`src/rtl/b64d_pkg.sv`:
```
// ----------------------------------------------------------------------------
// b64d_pkg
// Types, constants and the alphabet lookup for the base64 stream decoder.
// ----------------------------------------------------------------------------
package b64d_pkg;

  localparam int unsigned CharW   = 8;
  localparam int unsigned SextetW = 6;
  localparam int unsigned StoreW  = 3 * SextetW;
  localparam int unsigned GroupW  = 4 * SextetW;

  typedef struct packed {
    logic [CharW-1:0] char_in;
    logic             end_of_text;
  } in_beat_t;

  typedef struct packed {
    logic [CharW-1:0] out_byte;
    logic             last;
    logic             no_data;
  } out_beat_t;

  // One decoded group waiting to be emitted: nbytes is 1..3.
  typedef struct packed {
    logic [GroupW-1:0] group;
    logic [1:0]        nbytes;
    logic              last;
    logic              no_data;
  } job_t;

  typedef struct packed {
    logic               valid;
    logic [SextetW-1:0] value;
  } sextet_t;

  function automatic sextet_t map_char(logic [CharW-1:0] c);
    sextet_t s;
    s.valid = 1'b1;
    s.value = '0;
    case (c) inside
      [8'h41:8'h5a]: s.value = SextetW'(c - 8'h41);
      [8'h61:8'h7a]: s.value = SextetW'(c - 8'h47);
      [8'h30:8'h39]: s.value = SextetW'(c + 8'h04);
      8'h2b:         s.value = SextetW'(62);
      8'h2f:         s.value = SextetW'(63);
      default:       s.valid = 1'b0;
    endcase
    return s;
  endfunction

endpackage

```
`src/rtl/b64d_front.sv`:
```
// ----------------------------------------------------------------------------
// b64d_front
// Maps text bytes to sextets, gathers groups and issues decode jobs.
// ----------------------------------------------------------------------------
module b64d_front import b64d_pkg::*; (
  input  logic     clk_i,
  input  logic     rst_ni,
  input  logic     in_valid_i,
  output logic     in_ready_o,
  input  in_beat_t in_data_i,
  output logic     job_valid_o,
  input  logic     job_ready_i,
  output job_t     job_o
);

  logic [StoreW-1:0] store_q, store_d;
  logic [1:0]        cnt_q, cnt_d;
  logic [StoreW-1:0] store_n;
  logic [1:0]        cnt_n;
  logic              accept;
  logic              gen;
  sextet_t           sx;

  assign in_ready_o  = job_ready_i;
  assign accept      = in_valid_i & job_ready_i;
  assign job_valid_o = accept & gen;

  always_comb begin
    sx      = map_char(in_data_i.char_in);
    gen     = 1'b0;
    job_o   = '0;
    store_n = store_q;
    cnt_n   = cnt_q;
    store_d = store_q;
    cnt_d   = cnt_q;
    if (sx.valid && cnt_q == 2'd3) begin
      gen          = 1'b1;
      job_o.group  = {store_q, sx.value};
      job_o.nbytes = 2'd3;
      job_o.last   = in_data_i.end_of_text;
      store_d      = '0;
      cnt_d        = '0;
    end else begin
      if (sx.valid) begin
        store_n = {store_q[StoreW-SextetW-1:0], sx.value};
        cnt_n   = cnt_q + 2'd1;
      end
      store_d = store_n;
      cnt_d   = cnt_n;
      if (in_data_i.end_of_text) begin
        gen        = 1'b1;
        job_o.last = 1'b1;
        if (cnt_n == 2'd3) begin
          job_o.group  = {store_n, {SextetW{1'b0}}};
          job_o.nbytes = 2'd2;
        end else if (cnt_n == 2'd2) begin
          job_o.group  = {store_n[2*SextetW-1:0], {(2*SextetW){1'b0}}};
          job_o.nbytes = 2'd1;
        end else begin
          job_o.nbytes  = 2'd1;
          job_o.no_data = 1'b1;
        end
        store_d = '0;
        cnt_d   = '0;
      end
    end
  end

  always_ff @(posedge clk_i or negedge rst_ni) begin
    if (!rst_ni) begin
      store_q <= '0;
      cnt_q   <= '0;
    end else if (accept) begin
      store_q <= store_d;
      cnt_q   <= cnt_d;
    end
  end

endmodule

```
`src/rtl/b64d_queue.sv`:
```
// ----------------------------------------------------------------------------
// b64d_queue
// Small register FIFO of decode jobs between front and back.
// ----------------------------------------------------------------------------
module b64d_queue import b64d_pkg::*; #(
  parameter int unsigned Depth = 2
) (
  input  logic clk_i,
  input  logic rst_ni,
  input  logic push_i,
  output logic ready_o,
  input  job_t data_i,
  output logic valid_o,
  input  logic pop_i,
  output job_t data_o
);

  localparam int unsigned PtrW = (Depth > 1) ? $clog2(Depth) : 1;
  localparam int unsigned CntW = $clog2(Depth + 1);

  job_t            mem_q [Depth];
  logic [PtrW-1:0] wr_q, rd_q;
  logic [CntW-1:0] cnt_q;
  logic            do_push, do_pop;

  assign ready_o = (cnt_q != CntW'(Depth));
  assign valid_o = (cnt_q != '0);
  assign data_o  = mem_q[rd_q];
  assign do_push = push_i & ready_o;
  assign do_pop  = pop_i & valid_o;

  function automatic logic [PtrW-1:0] next_ptr(logic [PtrW-1:0] p);
    return (p == PtrW'(Depth - 1)) ? '0 : p + PtrW'(1);
  endfunction

  always_ff @(posedge clk_i) begin
    if (do_push) begin
      mem_q[wr_q] <= data_i;
    end
  end

  always_ff @(posedge clk_i or negedge rst_ni) begin
    if (!rst_ni) begin
      wr_q  <= '0;
      rd_q  <= '0;
      cnt_q <= '0;
    end else begin
      if (do_push) begin
        wr_q <= next_ptr(wr_q);
      end
      if (do_pop) begin
        rd_q <= next_ptr(rd_q);
      end
      if (do_push && !do_pop) begin
        cnt_q <= cnt_q + CntW'(1);
      end else if (do_pop && !do_push) begin
        cnt_q <= cnt_q - CntW'(1);
      end
    end
  end

endmodule

```
`src/rtl/b64d_back.sv`:
```
// ----------------------------------------------------------------------------
// b64d_back
// Emits job bytes via an output register, one beat per cycle when not stalled.
// ----------------------------------------------------------------------------
module b64d_back import b64d_pkg::*; (
  input  logic      clk_i,
  input  logic      rst_ni,
  input  logic      job_valid_i,
  output logic      job_pop_o,
  input  job_t      job_i,
  output logic      out_valid_o,
  input  logic      out_ready_i,
  output out_beat_t out_data_o
);

  logic      out_valid_q;
  out_beat_t out_q, out_d;
  logic [1:0] idx_q;
  logic      load;
  logic      final_byte;

  assign load       = job_valid_i & (~out_valid_q | out_ready_i);
  assign final_byte = (idx_q == job_i.nbytes - 2'd1);
  assign job_pop_o  = load & final_byte;

  always_comb begin
    out_d.last    = job_i.last & final_byte;
    out_d.no_data = job_i.no_data;
    case (idx_q)
      2'd0:    out_d.out_byte = job_i.group[GroupW-1 -: CharW];
      2'd1:    out_d.out_byte = job_i.group[GroupW-CharW-1 -: CharW];
      default: out_d.out_byte = job_i.group[CharW-1:0];
    endcase
    if (job_i.no_data) begin
      out_d.out_byte = '0;
    end
  end

  always_ff @(posedge clk_i) begin
    if (load) begin
      out_q <= out_d;
    end
  end

  always_ff @(posedge clk_i or negedge rst_ni) begin
    if (!rst_ni) begin
      out_valid_q <= 1'b0;
      idx_q       <= '0;
    end else begin
      if (load) begin
        out_valid_q <= 1'b1;
        idx_q       <= final_byte ? 2'd0 : idx_q + 2'd1;
      end else if (out_ready_i) begin
        out_valid_q <= 1'b0;
      end
    end
  end

  assign out_valid_o = out_valid_q;
  assign out_data_o  = out_q;

endmodule

```
`src/rtl/base64_stream_decoder_unit.sv`:
```
// ----------------------------------------------------------------------------
// base64_stream_decoder_unit
// Streaming base64 text decoder, one text byte per input beat.
// ----------------------------------------------------------------------------
// Accepts one text byte per cycle while the job queue has room, and emits at
// most one decoded byte per cycle. Bytes outside the standard alphabet, '='
// included, are dropped; each group of four sextets gives three bytes, and the
// byte flagged end_of_text flushes a partial group (k sextets give k-1 bytes)
// or, if that leaves no byte, one beat with no_data and last set. A result
// passes through the job queue and then the output register. The output port,
// which drains one byte per cycle when not stalled, sets the rate; the job
// queue (QueueDepth entries) lets input continue while a group of three bytes
// drains, so ordinary text sustains one input beat per cycle if not stalled.
module base64_stream_decoder_unit import b64d_pkg::*; #(
  parameter int unsigned QueueDepth = 2
) (
  input  logic      clk_i,
  input  logic      rst_ni,
  input  logic      in_valid_i,
  output logic      in_ready_o,
  input  in_beat_t  in_data_i,
  output logic      out_valid_o,
  input  logic      out_ready_i,
  output out_beat_t out_data_o
);

  logic job_push, job_ready, job_valid, job_pop;
  job_t job_in, job_out;

  b64d_front u_front (
    .clk_i       (clk_i),
    .rst_ni      (rst_ni),
    .in_valid_i  (in_valid_i),
    .in_ready_o  (in_ready_o),
    .in_data_i   (in_data_i),
    .job_valid_o (job_push),
    .job_ready_i (job_ready),
    .job_o       (job_in)
  );

  b64d_queue #(
    .Depth (QueueDepth)
  ) u_queue (
    .clk_i   (clk_i),
    .rst_ni  (rst_ni),
    .push_i  (job_push),
    .ready_o (job_ready),
    .data_i  (job_in),
    .valid_o (job_valid),
    .pop_i   (job_pop),
    .data_o  (job_out)
  );

  b64d_back u_back (
    .clk_i       (clk_i),
    .rst_ni      (rst_ni),
    .job_valid_i (job_valid),
    .job_pop_o   (job_pop),
    .job_i       (job_out),
    .out_valid_o (out_valid_o),
    .out_ready_i (out_ready_i),
    .out_data_o  (out_data_o)
  );

endmodule

```
`config.mk`:
```
export PLATFORM = sky130hd
export DESIGN_NAME = base64_stream_decoder_unit
export DESIGN_NICKNAME = d
export VERILOG_FILES = /design/src/rtl/b64d_pkg.sv /design/src/rtl/b64d_front.sv /design/src/rtl/b64d_queue.sv /design/src/rtl/b64d_back.sv /design/src/rtl/base64_stream_decoder_unit.sv
export SDC_FILE = /design/constraint.sdc
export NUM_CORES = 1
export LEC_CHECK = 0
export BUFFER_PORTS_ARGS = -buffer_cell sky130_fd_sc_hd__buf_2
export CORE_ASPECT_RATIO = 0.7
export CORE_MARGIN = 3
export CORE_UTILIZATION = 50
export CTS_BUF_LIST = sky130_fd_sc_hd__clkbuf_2 sky130_fd_sc_hd__clkbuf_4 sky130_fd_sc_hd__clkbuf_8
export DETAILED_ROUTE_END_ITERATION = 10
export PLACE_DENSITY = 0.65
export SETUP_SLACK_MARGIN = 0.05
export SLEW_MARGIN = 20
export SYNTH_ARGS = -nofsm -noshare
export SYNTH_HDL_FRONTEND = slang
export SYNTH_SLANG_ARGS = --single-unit
export TNS_END_PERCENT = 100
```
`constraint.sdc`:
```
create_clock -name clk_i -period 7.1 [get_ports clk_i]
set_input_delay 0.71 -clock clk_i [delete_from_list [all_inputs] [get_ports clk_i]]
set_output_delay 0.71 -clock clk_i [all_outputs]
set_load 0.03 [all_outputs]
```
==> run summary <==
- **run status** completed
- **Setup-failing EPs final** 0
- **largest net degree at the start of global routing** 29
- **net count of the mapped netlist** 437
- **post-route setup TNS** 0 ps
- **num rows** 29
- **post-synthesis instance area** 0.004787 mm²
- **worst setup path category** in -> reg
- **Starting Density** 0.5215
- **proportion of power drawn by the clock network** 0.201
- **Finished Cell Area** 0.005209 mm²
- **main flop type after synthesis** sky130_fd_sc_hd__edfxtp_1
- **worst setup slack after layout** 3587 ps
- **Max transition margin** 0.2967
- **number of synthesized flops with an enable pin** 66
- **share of total power in sequential cells** 0.459
- **leakage** 1.978 nW
- **fraction of post-synthesis cell area in the top cell type by area** 0.4140
- **post-synthesis area per instance** 11.65 µm²
- **fraction of layout instances using a drive strength above 1** 0.1442
- **synthesized netlist cell count** 411
- **switching share of power** 0.3814
- **Yosys warnings** 0
- **library cell used as clock root buffer** sky130_fd_sc_hd__clkbuf_8
- **count of antenna-violating nets left after detailed routing** 0
- **Peak VDD IR** 0.1240 mV
- **Fmax achieved** 284.7 MHz
- **Power Dens Cells** 351.5 mW/mm²
- **antenna diode count** 0
- **Core Region** 0.009180 mm²
- **kind of end point of the critical path** register
- **Total Nets Final** 451
- **number of different library cells in the post-synthesis netlist** 62
- **Placed Cells incl. Taps** 538
- **P_int** 1.133 mW
- **CTS H-tree lvls** 3
- **number of setup buffers added after CTS** 0
- **placed cell area** 0.004990 mm²
- **TritonCTS clock tree** done
- **unrepaired setup endpoints after global routing** false
- **Hold Crit Class** in -> async
- **Resize count post-CTS** 0
- **routability congestion estimate** 0.9263
- **number of buffers inserted for hold repair after clock tree synthesis** 0
- **data arrival time of the critical path** 3790 ps
- **kind of launch point of the worst setup path** input pin
- **max-slew violation total from the final report** 0
- **antenna violations before repair** 0
- **area of combinational cells with multiple inputs** 0.001962 mm²
- **wire length of the first global-routing pass** 17690 µm
- **sequential-to-total area share from yosys stat** 0.5551
- **largest cells by area after synthesis** sky130_fd_sc_hd__edfxtp_1 41%, sky130_fd_sc_hd__dfrtp_1 14%, sky130_fd_sc_hd__a22o_1 4.6%
- **buffer levels on the longest clock path** 2
- **post-CTS clock slew at the launch and capture registers of the worst setup and hold paths** 90 ps
- **fraction of registers with async set/reset** 0.2903
- **Tightest Pin Transition** 1051 ps
- **GR Overflow Total** 0
- **most area-hungry cell type in the Yosys netlist** sky130_fd_sc_hd__edfxtp_1
- **fraction of power consumed by combinational cells** 0.340
- **Post-Place Setup Slack** 3259 ps
- **via count of the first global-routing pass** 3158
- **setup clock skew after layout** 17.49 ps
- **crit path time final** 3513 ps
- **total half-perimeter wirelength after legalization and detailed placement** 7830 µm
- **DIE AREA** 0.01080 mm²
- **worst-path maximum fanout** 14
- **startpoint of the worst register-to-register path** u_back.idx_q[0]
- **source-to-sink clock delay at the later pin of the worst-skew pair** 360 ps
- **Detailed Routing Iterations Pass 1** 5
- **sequential cell area** 0.002658 mm²
- **routed via count** 3529
- **Non-Filler Instances** 554
- **Starting DRT DRC Count** 387
- **post-detailed-routing wire length** 11240 µm
- **vias per cell** 6.370
- **IO Pins** 25
- **net load switching power** 698.4 µW
- **I/O Buffers** 24
- **max_cap viols** 0
- **overall routing resource usage** 0.2168
- **number of inserted filler cells in the final layout** 804
- **count of clock tree sinks** 93
- **drc violations** 0
- **detail-routed net length per standard cell** 20.28 µm
- **origin of the worst setup path** in_data_i[2]
- **total count of hold-check failures in the final report** 0
- **TritonCTS Buffers** 9
- **final cycle utilization of the critical path** 0.4948
- **Synth Register Bits** 93
- **y dimension of the die** 87.87 µm
- **Horiz. Die Dim** 123.0 µm
- **layout overhead on the synthesized area** 8.808%
- **required time at the worst-slack endpoint** 7380 ps
power groups by stage:
stage                     clock network [mW]  registers (mW)  logic (mW)
after floorplan                            0           0.870       0.423
after global placement                     0           0.846       0.613
after detailed placement                   0           0.849       0.622
after CTS                              0.377           0.838       0.626
after global routing                   0.400           0.856       0.688
final                                  0.369           0.840       0.623
sequential cells by signal, summed over array words and instances (netlist names):
signal              cells
u_queue.mem_q          56
u_front.store_q        18
u_back.out_data_o      10
u_back.idx_q            2
u_front.cnt_q           2
u_queue.cnt_q           2
u_back.out_valid_o      1
u_queue.rd_q            1
u_queue.wr_q            1
routing by layer:
layer,global-route usage,share of wire,up-vias
met4,0.04980,0.0066,0
met2,0.3064,0.42,154
met1,0.3389,0.49,1725
met5,0,0,-
li1,-,-,1641
met3,0.04906,0.082,9
layout by cell type (no fill, tap or decap), types with 6 or more instances in the layout:
| cell type | synthesis | final |
|---|---|---|
| sky130_fd_sc_hd__buf_2 | 2 | 24 |
| sky130_fd_sc_hd__a21oi_1 | 25 | 25 |
| sky130_fd_sc_hd__nor2_1 | 18 | 16 |
| sky130_fd_sc_hd__and3_1 | 11 | 11 |
| sky130_fd_sc_hd__a221o_1 | 10 | 10 |
| sky130_fd_sc_hd__edfxtp_1 | 66 | 66 |
| sky130_fd_sc_hd__inv_1 | 17 | 17 |
| sky130_fd_sc_hd__nand3_1 | 11 | 11 |
| sky130_fd_sc_hd__a22o_1 | 25 | 25 |
| sky130_fd_sc_hd__o21ai_0 | 19 | 19 |
| sky130_fd_sc_hd__xnor2_1 | 6 | 6 |
| sky130_fd_sc_hd__dfrtp_1 | 27 | 27 |
| sky130_fd_sc_hd__nand2_1 | 24 | 24 |
| sky130_fd_sc_hd__clkbuf_8 | 0 | 10 |
| sky130_fd_sc_hd__a22oi_1 | 13 | 13 |
| sky130_fd_sc_hd__a211oi_1 | 17 | 17 |
| sky130_fd_sc_hd__ha_1 | 13 | 13 |
cell usage after synthesis (5+ instances only):
master / n
sky130_fd_sc_hd__a21oi_1: 25
sky130_fd_sc_hd__o21ai_0: 19
sky130_fd_sc_hd__and3_1: 11
sky130_fd_sc_hd__inv_1: 17
sky130_fd_sc_hd__nor2_1: 18
sky130_fd_sc_hd__o22ai_1: 5
sky130_fd_sc_hd__nor3_1: 5
sky130_fd_sc_hd__nand2_1: 24
sky130_fd_sc_hd__clkbuf_1: 22
sky130_fd_sc_hd__a211oi_1: 17
sky130_fd_sc_hd__dfrtp_1: 27
sky130_fd_sc_hd__xnor2_1: 6
sky130_fd_sc_hd__a22o_1: 25
sky130_fd_sc_hd__nand3_1: 11
sky130_fd_sc_hd__a22oi_1: 13
sky130_fd_sc_hd__ha_1: 13
sky130_fd_sc_hd__edfxtp_1: 66
sky130_fd_sc_hd__a221o_1: 10
worst max-delay path, cell delays in order:
cell and delay, ps:
sky130_fd_sc_hd__buf_2 140, sky130_fd_sc_hd__inv_1 150, sky130_fd_sc_hd__ha_1 280, sky130_fd_sc_hd__nand2b_1 160, sky130_fd_sc_hd__a2111oi_4 490, sky130_fd_sc_hd__or3_1 370, sky130_fd_sc_hd__a31oi_1 120, sky130_fd_sc_hd__buf_4 200
sky130_fd_sc_hd__o21ai_0 480, sky130_fd_sc_hd__inv_1 90, sky130_fd_sc_hd__ha_1 210, sky130_fd_sc_hd__xor2_1 140, sky130_fd_sc_hd__nor2_1 110, sky130_fd_sc_hd__xor2_1 150
logic make-up after synthesis:
kind of cell    after synthesis  share of synthesized area
compound gates              156                     0.2473
simple gates                 93                     0.1009
flops                        93                     0.5551
buf+inv                      43                    0.03738
fa+ha+maj                    13                    0.03398
xor+xnor                      8                    0.01464
mux                           5                    0.01072
layout make-up:
| cell class | count | share of cell area |
|---|---|---|
| inverters | 17 | 0.01225 |
| well taps | 124 | 0.02979 |
| flip-flops and latches | 93 | 0.5102 |
| clock buffers | 10 | 0.02642 |
| repair buffers | 29 | 0.03027 |
| multi-input cells | 275 | 0.3767 |
| clock inverters | 6 | 0.01441 |
worst paths after layout:
| path | cells after the start | slack [ps] | end |
|---|---|---|---|
| max | 14 | 3590 | u_queue.cnt_q[1] |
| min | 1 | 370 | u_front.store_q[2] |
| max reg2reg | 5 | 4540 | u_back.out_data_o[5] |
| min reg2reg | 1 | 510 | u_queue.cnt_q[1] |
| max in group asynchronous | 1 | 6300 | u_front.store_q[13] |
| min in group clk_i | 1 | 510 | u_queue.cnt_q[1] |
stage by stage:
step,power (mW),utilization,hold slack [ps]
finish,1.831,0.5674,367.9
global route,1.944,0.5674,404.5
CTS,1.840,0.5667,376.3
detailed placement,1.471,0.5435,497.1
global placement,1.458,0.5435,486.2
floorplan,1.293,-,414.4
Note: power is estimated with default switching activity, not from simulation.
